File: src/rtpf_pkg.sv
package rtpf_pkg;

	// Data widths of the channels and of the filter state.
	localparam int SAMPLE_W = 16;
	localparam int STATE_W  = 24;
	localparam int CF_BITS  = 16;
	localparam int COEFF_W  = 18;
	localparam int RES_W    = 17;
	localparam int MODE_W   = 3;

	// The state holds samples with extra fraction bits below them.
	localparam int UP_SHIFT = STATE_W - SAMPLE_W;
	localparam int ONE_Q    = 1 << CF_BITS;

	// Shared multiplier operand widths and derived datapath widths.
	localparam int MA_W   = STATE_W + 4;
	localparam int MB_W   = CF_BITS + 3;
	localparam int PROD_W = MA_W + MB_W;
	localparam int PQ_W   = PROD_W - CF_BITS;
	localparam int SUM_W  = PQ_W + 1;
	localparam int DIFF_W = STATE_W + 1;

	typedef logic signed [SAMPLE_W-1:0] sample_t;
	typedef logic signed [STATE_W-1:0]  state_t;
	typedef logic        [COEFF_W-1:0]  coeff_t;
	typedef logic        [RES_W-1:0]    res_t;
	typedef logic        [MODE_W-1:0]   mode_t;
	typedef logic signed [MA_W-1:0]     mul_a_t;
	typedef logic signed [MB_W-1:0]     mul_b_t;
	typedef logic signed [PROD_W-1:0]   prod_t;
	typedef logic signed [SUM_W-1:0]    sum_t;
	typedef logic signed [DIFF_W-1:0]   diff_t;

	// Output mode register codes.
	localparam mode_t MODE_LP     = 3'd0;
	localparam mode_t MODE_HP     = 3'd1;
	localparam mode_t MODE_BP     = 3'd2;
	localparam mode_t MODE_ALT_LP = 3'd3;
	localparam mode_t MODE_ALT_HP = 3'd4;

	// Input clamps: cutoff at 2.0 and resonance at 1.0.
	localparam coeff_t COEFF_MAX = COEFF_W'(2 * ONE_Q);
	localparam res_t   RES_MAX   = RES_W'(ONE_Q);

	// One strobe per sequencer step.
	typedef struct packed {
		logic load;
		logic mul_fb;
		logic mul_bp;
		logic mul_t;
		logic upd1;
		logic mul_d;
		logic upd2;
		logic fin;
	} ctrl_t;

	// Saturate a wide sum to the signed state range.
	function automatic state_t sat_state(sum_t v);
		logic same;
		same = (&v[SUM_W-1:STATE_W-1]) || (~|v[SUM_W-1:STATE_W-1]);
		if (same) begin
			return v[STATE_W-1:0];
		end else if (v[SUM_W-1]) begin
			return {1'b1, {(STATE_W-1){1'b0}}};
		end else begin
			return {1'b0, {(STATE_W-1){1'b1}}};
		end
	endfunction

	// Drop the extra fraction bits by floor and saturate to the sample range.
	function automatic sample_t to_sample(diff_t v);
		diff_t sh;
		logic  same;
		sh = v >>> UP_SHIFT;
		same = (&sh[DIFF_W-1:SAMPLE_W-1]) || (~|sh[DIFF_W-1:SAMPLE_W-1]);
		if (same) begin
			return sh[SAMPLE_W-1:0];
		end else if (sh[DIFF_W-1]) begin
			return {1'b1, {(SAMPLE_W-1){1'b0}}};
		end else begin
			return {1'b0, {(SAMPLE_W-1){1'b1}}};
		end
	endfunction

endpackage

File: src/rtpf_if.sv
// Input channel: one sample with its cutoff and resonance per transfer.
interface rtpf_in_if;
	logic                 valid;
	logic                 ready;
	rtpf_pkg::sample_t    sample_in;
	rtpf_pkg::coeff_t     cutoff_coeff;
	rtpf_pkg::res_t       resonance;

	modport source (output valid, output sample_in, output cutoff_coeff, output resonance,
		input ready);
	modport sink (input valid, input sample_in, input cutoff_coeff, input resonance,
		output ready);
endinterface

// Output channel: one filtered sample per transfer.
interface rtpf_out_if;
	logic                 valid;
	logic                 ready;
	rtpf_pkg::sample_t    sample_out;

	modport source (output valid, output sample_out, input ready);
	modport sink (input valid, input sample_out, output ready);
endinterface

File: src/rtpf_mul.sv
module rtpf_mul (
	input  logic             clk,
	input  logic             en,
	input  rtpf_pkg::mul_a_t a,
	input  rtpf_pkg::mul_b_t b,
	output rtpf_pkg::prod_t  prod_q
);
	import rtpf_pkg::*;

	prod_t prod;

	// Full-width signed product, registered for the next step.
	assign prod = a * b;

	always_ff @(posedge clk) begin
		if (en) begin
			prod_q <= prod;
		end
	end

endmodule

File: src/rtpf_ctrl.sv
module rtpf_ctrl (
	input  logic            clk,
	input  logic            arst_n,
	input  logic            in_valid,
	input  logic            out_free,
	output logic            in_ready,
	output rtpf_pkg::ctrl_t ctrl
);
	import rtpf_pkg::*;

	typedef enum logic [7:0] {
		ST_IDLE   = 8'b0000_0001,
		ST_MUL_FB = 8'b0000_0010,
		ST_MUL_BP = 8'b0000_0100,
		ST_MUL_T  = 8'b0000_1000,
		ST_UPD1   = 8'b0001_0000,
		ST_MUL_D  = 8'b0010_0000,
		ST_UPD2   = 8'b0100_0000,
		ST_OUT    = 8'b1000_0000
	} state_e_t;

	state_e_t state_q;
	state_e_t state_nxt;

	assign in_ready = (state_q == ST_IDLE);

	// Step strobes decoded from the current state.
	always_comb begin
		ctrl        = '0;
		ctrl.load   = (state_q == ST_IDLE) && in_valid;
		ctrl.mul_fb = (state_q == ST_MUL_FB);
		ctrl.mul_bp = (state_q == ST_MUL_BP);
		ctrl.mul_t  = (state_q == ST_MUL_T);
		ctrl.upd1   = (state_q == ST_UPD1);
		ctrl.mul_d  = (state_q == ST_MUL_D);
		ctrl.upd2   = (state_q == ST_UPD2);
		ctrl.fin    = (state_q == ST_OUT) && out_free;
	end

	// Fixed walk through the steps; the last one waits for a free output register.
	always_comb begin
		state_nxt = state_q;
		case (state_q)
			ST_IDLE:   if (in_valid) state_nxt = ST_MUL_FB;
			ST_MUL_FB: state_nxt = ST_MUL_BP;
			ST_MUL_BP: state_nxt = ST_MUL_T;
			ST_MUL_T:  state_nxt = ST_UPD1;
			ST_UPD1:   state_nxt = ST_MUL_D;
			ST_MUL_D:  state_nxt = ST_UPD2;
			ST_UPD2:   state_nxt = ST_OUT;
			ST_OUT:    if (out_free) state_nxt = ST_IDLE;
			default:   state_nxt = ST_IDLE;
		endcase
	end

	always_ff @(posedge clk or negedge arst_n) begin
		if (!arst_n) begin
			state_q <= ST_IDLE;
		end else begin
			state_q <= state_nxt;
		end
	end

endmodule

File: src/rtpf_dp.sv
module rtpf_dp (
	input  logic              clk,
	input  logic              arst_n,
	input  rtpf_pkg::ctrl_t   ctrl,
	input  rtpf_pkg::sample_t sample_in,
	input  rtpf_pkg::coeff_t  cutoff_coeff,
	input  rtpf_pkg::res_t    resonance,
	input  rtpf_pkg::mode_t   mode,
	input  rtpf_pkg::prod_t   prod,
	output rtpf_pkg::mul_a_t  mul_a,
	output rtpf_pkg::mul_b_t  mul_b,
	output rtpf_pkg::sample_t y
);
	import rtpf_pkg::*;

	state_t x_q;
	coeff_t f_q;
	res_t   r_q;
	diff_t  hp_q;
	diff_t  bp_q;
	state_t s1_q;
	state_t s2_q;

	logic signed [PQ_W-1:0] pq;
	mul_a_t t;
	mul_b_t fb;
	mul_b_t one_minus_f;
	diff_t  d12;
	diff_t  xd;

	// Product scaled back by the coefficient fraction bits; the high bits give the floor.
	assign pq          = prod[PROD_W-1:CF_BITS];
	assign one_minus_f = MB_W'(ONE_Q) - MB_W'(f_q);
	assign fb          = MB_W'(r_q) + pq[MB_W-1:0];
	assign t           = MA_W'(hp_q) + pq[MA_W-1:0];
	assign d12         = DIFF_W'(s1_q) - DIFF_W'(s2_q);
	assign xd          = DIFF_W'(x_q) - DIFF_W'(s2_q);

	// Operand selection for the shared multiplier.
	always_comb begin
		mul_a = '0;
		mul_b = '0;
		if (ctrl.mul_fb) begin
			mul_a = MA_W'(r_q);
			mul_b = one_minus_f;
		end else if (ctrl.mul_bp) begin
			mul_a = MA_W'(bp_q);
			mul_b = fb;
		end else if (ctrl.mul_t) begin
			mul_a = t;
			mul_b = MB_W'(f_q);
		end else if (ctrl.mul_d) begin
			mul_a = MA_W'(d12);
			mul_b = MB_W'(f_q);
		end
	end

	// Item capture and the high-pass and band-pass terms from the old state.
	always_ff @(posedge clk) begin
		if (ctrl.load) begin
			x_q <= STATE_W'(sample_in) <<< UP_SHIFT;
			f_q <= (cutoff_coeff > COEFF_MAX) ? COEFF_MAX : cutoff_coeff;
			r_q <= (resonance > RES_MAX) ? RES_MAX : resonance;
		end
		if (ctrl.mul_fb) begin
			hp_q <= DIFF_W'(x_q) - DIFF_W'(s1_q);
			bp_q <= d12;
		end
	end

	// Filter stages, updated with saturation.
	always_ff @(posedge clk or negedge arst_n) begin
		if (!arst_n) begin
			s1_q <= '0;
			s2_q <= '0;
		end else begin
			if (ctrl.upd1) begin
				s1_q <= sat_state(SUM_W'(s1_q) + SUM_W'(pq));
			end
			if (ctrl.upd2) begin
				s2_q <= sat_state(SUM_W'(s2_q) + SUM_W'(pq));
			end
		end
	end

	// Output selection by mode.
	always_comb begin
		case (mode)
			MODE_LP:     y = to_sample(DIFF_W'(s2_q));
			MODE_HP:     y = to_sample(hp_q);
			MODE_BP:     y = to_sample(bp_q);
			MODE_ALT_LP: y = to_sample(DIFF_W'(s1_q));
			MODE_ALT_HP: y = to_sample(xd);
			default:     y = '0;
		endcase
	end

endmodule

File: src/resonant_two_pole_filter_top.sv
// Resonant two-pole filter.
// Input channel in_ch: one transfer carries a signed sample, the cutoff
// coefficient 2*sin(pi*freq/rate) and the resonance. Output channel out_ch:
// one filtered sample for every input transfer, in order.
// The mode register is written through mode_wr_en and mode_wr_data and picks
// low-pass, high-pass, band-pass, alternate low-pass or alternate high-pass;
// other codes give zero. Write it only while no item is in flight.
// The result is loaded into the output register in the last step, which waits
// until that register is free. Each item goes through the accept step, four
// passes through the single shared multiplier, the two stage updates and the
// output load.
// in_ch.ready is high only while the sequencer is idle.
// A finished result waits in the output register; the next item is accepted
// meanwhile, and if it finishes before the receiver takes the earlier one
// the sequencer holds in its last step until the register frees.
// Reset clears both filter stages, the mode to low-pass and the output valid.
module resonant_two_pole_filter_top (
	input  logic               clk,
	input  logic               arst_n,
	rtpf_in_if.sink            in_ch,
	rtpf_out_if.source         out_ch,
	input  logic               mode_wr_en,
	input  rtpf_pkg::mode_t    mode_wr_data
);
	import rtpf_pkg::*;

	ctrl_t   ctrl;
	mode_t   mode_q;
	mul_a_t  mul_a;
	mul_b_t  mul_b;
	prod_t   prod_q;
	sample_t y;
	sample_t out_q;
	logic    out_valid_q;
	logic    out_free;

	assign out_free = !out_valid_q || out_ch.ready;

	rtpf_ctrl u_ctrl (
		.clk      (clk),
		.arst_n   (arst_n),
		.in_valid (in_ch.valid),
		.out_free (out_free),
		.in_ready (in_ch.ready),
		.ctrl     (ctrl)
	);

	rtpf_mul u_mul (
		.clk    (clk),
		.en     (ctrl.mul_fb || ctrl.mul_bp || ctrl.mul_t || ctrl.mul_d),
		.a      (mul_a),
		.b      (mul_b),
		.prod_q (prod_q)
	);

	rtpf_dp u_dp (
		.clk          (clk),
		.arst_n       (arst_n),
		.ctrl         (ctrl),
		.sample_in    (in_ch.sample_in),
		.cutoff_coeff (in_ch.cutoff_coeff),
		.resonance    (in_ch.resonance),
		.mode         (mode_q),
		.prod         (prod_q),
		.mul_a        (mul_a),
		.mul_b        (mul_b),
		.y            (y)
	);

	// Mode register.
	always_ff @(posedge clk or negedge arst_n) begin
		if (!arst_n) begin
			mode_q <= MODE_LP;
		end else if (mode_wr_en) begin
			mode_q <= mode_wr_data;
		end
	end

	// Output register valid flag.
	always_ff @(posedge clk or negedge arst_n) begin
		if (!arst_n) begin
			out_valid_q <= 1'b0;
		end else if (ctrl.fin) begin
			out_valid_q <= 1'b1;
		end else if (out_ch.ready) begin
			out_valid_q <= 1'b0;
		end
	end

	// Output register data.
	always_ff @(posedge clk) begin
		if (ctrl.fin) begin
			out_q <= y;
		end
	end

	assign out_ch.valid      = out_valid_q;
	assign out_ch.sample_out = out_q;

	// An accepted item closes the input; the check looks at the first and the last step of the computation.
	a_busy_after_accept: assert property (@(posedge clk) disable iff (!arst_n)
		(in_ch.valid && in_ch.ready) |=> !in_ch.ready ##6 !in_ch.ready)
		else $error("input reopened while an item is in flight");

	// A result is written only into a free output register.
	a_no_overwrite: assert property (@(posedge clk) disable iff (!arst_n)
		ctrl.fin |-> (!out_valid_q || out_ch.ready))
		else $error("pending result overwritten");

	// Loading a result makes it visible in the next cycle.
	a_result_shown: assert property (@(posedge clk) disable iff (!arst_n)
		ctrl.fin |=> out_ch.valid)
		else $error("finished result not presented");

	// The sequencer never finishes while idle for input.
	a_fin_not_ready: assert property (@(posedge clk) disable iff (!arst_n)
		ctrl.fin |-> !in_ch.ready)
		else $error("result finished in the idle step");

endmodule
File: src/flat_wrapper.sv
// flat-port wrapper written by rule: the top's interface ports become plain ports
module resonant_two_pole_filter_top_flat import rtpf_pkg::*;
  (clk, arst_n, mode_wr_en, mode_wr_data, in_ch_valid, in_ch_sample_in, in_ch_cutoff_coeff, in_ch_resonance, in_ch_ready, out_ch_valid, out_ch_sample_out, out_ch_ready);
  rtpf_in_if in_ch_i ();
  rtpf_out_if out_ch_i ();
  input  logic clk;
  input  logic arst_n;
  input  logic mode_wr_en;
  input  rtpf_pkg::mode_t mode_wr_data;
  input wire logic [$bits(in_ch_i.valid)-1:0] in_ch_valid;
  input wire logic [$bits(in_ch_i.sample_in)-1:0] in_ch_sample_in;
  input wire logic [$bits(in_ch_i.cutoff_coeff)-1:0] in_ch_cutoff_coeff;
  input wire logic [$bits(in_ch_i.resonance)-1:0] in_ch_resonance;
  output wire logic [$bits(in_ch_i.ready)-1:0] in_ch_ready;
  output wire logic [$bits(out_ch_i.valid)-1:0] out_ch_valid;
  output wire logic [$bits(out_ch_i.sample_out)-1:0] out_ch_sample_out;
  input wire logic [$bits(out_ch_i.ready)-1:0] out_ch_ready;
  assign in_ch_i.valid = in_ch_valid;
  assign in_ch_i.sample_in = in_ch_sample_in;
  assign in_ch_i.cutoff_coeff = in_ch_cutoff_coeff;
  assign in_ch_i.resonance = in_ch_resonance;
  assign in_ch_ready = in_ch_i.ready;
  assign out_ch_valid = out_ch_i.valid;
  assign out_ch_sample_out = out_ch_i.sample_out;
  assign out_ch_i.ready = out_ch_ready;
  resonant_two_pole_filter_top u_core (.clk(clk), .arst_n(arst_n), .in_ch(in_ch_i), .out_ch(out_ch_i), .mode_wr_en(mode_wr_en), .mode_wr_data(mode_wr_data));
endmodule
File: config.mk
export PLATFORM = sky130hd
export DESIGN_NAME = resonant_two_pole_filter_top_flat
export DESIGN_NICKNAME = d
export VERILOG_FILES = /design/src/rtpf_pkg.sv /design/src/rtpf_if.sv /design/src/rtpf_mul.sv /design/src/rtpf_ctrl.sv /design/src/rtpf_dp.sv /design/src/resonant_two_pole_filter_top.sv /design/src/flat_wrapper.sv
export SDC_FILE = /design/constraint.sdc
export NUM_CORES = 2
export LEC_CHECK = 0
export BUFFER_PORTS_ARGS = -buffer_cell sky130_fd_sc_hd__clkbuf_2
export CAP_MARGIN = 30
export CORE_MARGIN = 2
export CORE_UTILIZATION = 50
export CTS_BUF_LIST = sky130_fd_sc_hd__clkbuf_8
export DETAILED_ROUTE_END_ITERATION = 8
export PLACE_DENSITY = 0.77
export SLEW_MARGIN = 20
export SYNTH_ARGS = -nofsm -noshare
export SYNTH_HDL_FRONTEND = slang
export SYNTH_SLANG_ARGS = --single-unit
File: constraint.sdc
create_clock -name clk -period 13.8 [get_ports clk]
set_input_delay 1.38 -clock clk [delete_from_list [all_inputs] [get_ports clk]]
set_output_delay 1.38 -clock clk [all_outputs]
set_load 0.03 [all_outputs]
==> impl_metrics.ini <==
[synth]
synth_edf_count = 148
synthArstFlopShare_pct = 28.8
ys_ff_latch = 208
synth_common_cells = 625 x inv_1, 527 x fa_1, 436 x nand2_1
yosysTopAreaCellShare_pct = 30.2
ys_types = 88
synth_cells = 3908
ys.flop_type = edfxtp_1
yosysWarnings = 0
synth.avg_cell_area_um2 = 8.93
syn_area_um2 = 34900
synth_most_common_cell = inv_1
synthesis.nets = 4787
yosysSeqAreaShare_pct = 17.0
synthTopCellsByArea = fa_1 30%, edfxtp_1 13%, ha_1 11%
synth_top_area_cell = fa_1

[clocking]
cts_tree = built
cts_sinks = 208
cts_buffer_depth = 3
cts_setup_buffers = 0
ctsHoldBuffers = 0
root_buffer = clkbuf_8
htreeDepth = 2
cts_resized = 0
clk_transition_reported_paths_ns = 0.07
numCtsBuffers = 38
clkLatencyLatePin_ns = 0.57

[worst_setup_path]
cp_num_buf_inv = 6
startpoint = u_core.u_ctrl.state_q[7]
critPathMaxStageDelay_ns = 0.84
path_delay_family = adder cells
crit_fanout = 37
cp_common_cell = fa_1
worstPathRequired_ns = 14.08
crit_arrival_ns = 11.53
crit_slowest_cell = inv_2
setup.worst_path.end_class = register
critPathKind = register to register
r2r_start = u_core.u_ctrl.state_q[7]
startpoint_type = register

[power]
cellPowerDensity_nw_per_um2 = 111
peakVddDrop_v = 0.000114
netSwitchingPower_w = 0.00199
pwr-share-seq_pct = 24.8
p_sw_share_pct = 47.9
p_int_w = 0.00216
clkPwrFrac_pct = 15.5
share_comb_of_total_power_pct = 59.7
leakage_nw = 17.9

[layout]
nets = 4828
fillers = 6146
post-route-util_pct = 54.2
syn2layout_area_growth_pct = 6.96
layout-drive-gt1-share_pct = 6.21
diodes = 0

[routing]
vias = 28600
wl_per_cell_um = 19.8
drt_iter0_markers = 2834
post_drt_via_cell_ratio = 5.82
wl_um = 97300
route.detailed.drc = 0
dr.pass1.iters = 9
detail-route-antenna-nets = 0

[floorplanning]
die_width_um = 268
fp.dieH_um = 268
die_area_um2 = 71900
core_region_area_um2 = 68800
start_util_pct = 50.7
num_rows = 96
ioPinCount = 77

[status]
status = finished clean

[timing]
tightest_slew_ns = 1.23
drv_slew = 0
whs_ns = 0.580
slew_headroom_pct = 18.3
setup_viol = 0
hold_viol_final = 0
layout_worst_path_cycle_share_pct = 81.5
final.min_clock_period_ns = 11.25
tns_ns = 0
rsz0062_at_grt = false
fmax_mhz = 88.9
finClkSkew_ns = 0.0339

[job]
cap_violations = 0

[placed_design]
gp_congestion = 0.958
port_buffers = 76
dp_hpwl_um = 76600

[global_route]
grt_max_degree = 61
grt.total_usage_pct = 27.5
grt_pass1_wl_um = 155000
antenna_found_initial = 1
grt_pass1_vias = 28900
overflow = 0

[min_path]
min_from = u_core.u_dp.s1_q[0]
min_path_type = register to register
## cell type report
cell class	instances	area, um2	area share (%)
Clock inverter	23	178	0.476
Sequential cell	208	5950	15.9
Timing Repair Buffer	138	897	2.40
Multi-Input combinational cell	2937	26200	70.1
Clock buffer	45	619	1.66
Inverter	626	2350	6.30
Tap cell	931	1160	3.12
## power groups by stage
stage,clock network (W),registers [W],logic [W]
5_1_grt,0.000677,0.00104,0.00270
3_3_place_gp,0,0.00103,0.00234
3_5_place_dp,0,0.00103,0.00239
2_1_floorplan,0,0.000966,0.00175
4_1_cts,0.000648,0.00102,0.00241
6_report,0.000644,0.00103,0.00248
## routing by layer
layer / vias to the layer above / routed length, um / global-route usage, %
met2: 1361 / 45300 / 45.1
met3: 314 / 8840 / 4.96
met1: 14000 / 38500 / 35.8
li1: 12900 / - / -
met4: 0 / 4670 / 12.3
met5: - / 0 / 0.270
## through the flow
step                      setup slack [ns]  cell area (um2)  std cells  total power, W
after global placement                3.08            36400       4827         0.00338
after CTS                             2.74            37200       4899         0.00408
after detailed placement              2.83            36400       4831         0.00342
after global routing                  1.96            37300       4908         0.00441
after floorplan                       3.25            34900       3908         0.00272
final                                 2.55            37300       4908         0.00415
## final timing paths
kind / end / slack, ns / cells past startpoint
min in group asynchronous: u_core.u_ctrl.state_q[6] / 0.76 / 2
hold reg to reg: u_core.u_dp.hp_q[0] / 0.58 / 0
hold / removal: u_core.u_dp.hp_q[0] / 0.58 / 0
setup reg to reg: u_core.u_mul.prod_q[45] / 2.55 / 35
setup / recovery: u_core.u_mul.prod_q[45] / 2.55 / 35
max in group asynchronous: u_core.u_dp.s1_q[15] / 12.48 / 3
## cells in the final DEF (no fill, tap or decap), types with 70 or more instances in the layout
| cell type | Yosys | final |
|---|---|---|
| a21o_1 | 70 | 70 |
| clkbuf_2 | 0 | 77 |
| nand2_1 | 436 | 436 |
| nor2_1 | 374 | 374 |
| xnor2_1 | 117 | 117 |
| nor2b_1 | 83 | 83 |
| o21ai_0 | 129 | 127 |
| ha_1 | 293 | 293 |
| inv_1 | 625 | 635 |
| fa_1 | 527 | 527 |
| edfxtp_1 | 148 | 148 |
| a21oi_1 | 215 | 214 |
## cell families after synthesis
family,synth area share [%]
XOR/XNOR,4.29
buffers and inverters,8.43
adder cells (fa/ha/maj),40.7
AO/OA/AOI/OAI,12.9
multiplexers,0.219
AND/OR/NAND/NOR,16.4
flip-flops,17.0
## flip-flops by register name, indices dropped and copies added (netlist names), 16 cells and up
signal                    cells
u_core.out_ch.sample_out     16
u_core.u_dp.bp_q             25
u_core.u_dp.f_q              18
u_core.u_dp.hp_q             25
u_core.u_dp.r_q              17
u_core.u_dp.s1_q             24
u_core.u_dp.s2_q             24
u_core.u_dp.x_q              16
u_core.u_mul.prod_q          31
## worst register-to-register path: cells and delay by family, from the launching register on
family | cells | cell delay [ns]
xor+xnor | 1 | 0.09
buf+inv | 6 | 1.08
compound gates | 9 | 2.14
simple gates | 11 | 3.42
fa+ha+maj | 8 | 3.77
flops | 1 | 0.45
Note: power is estimated with default switching activity, not from simulation.
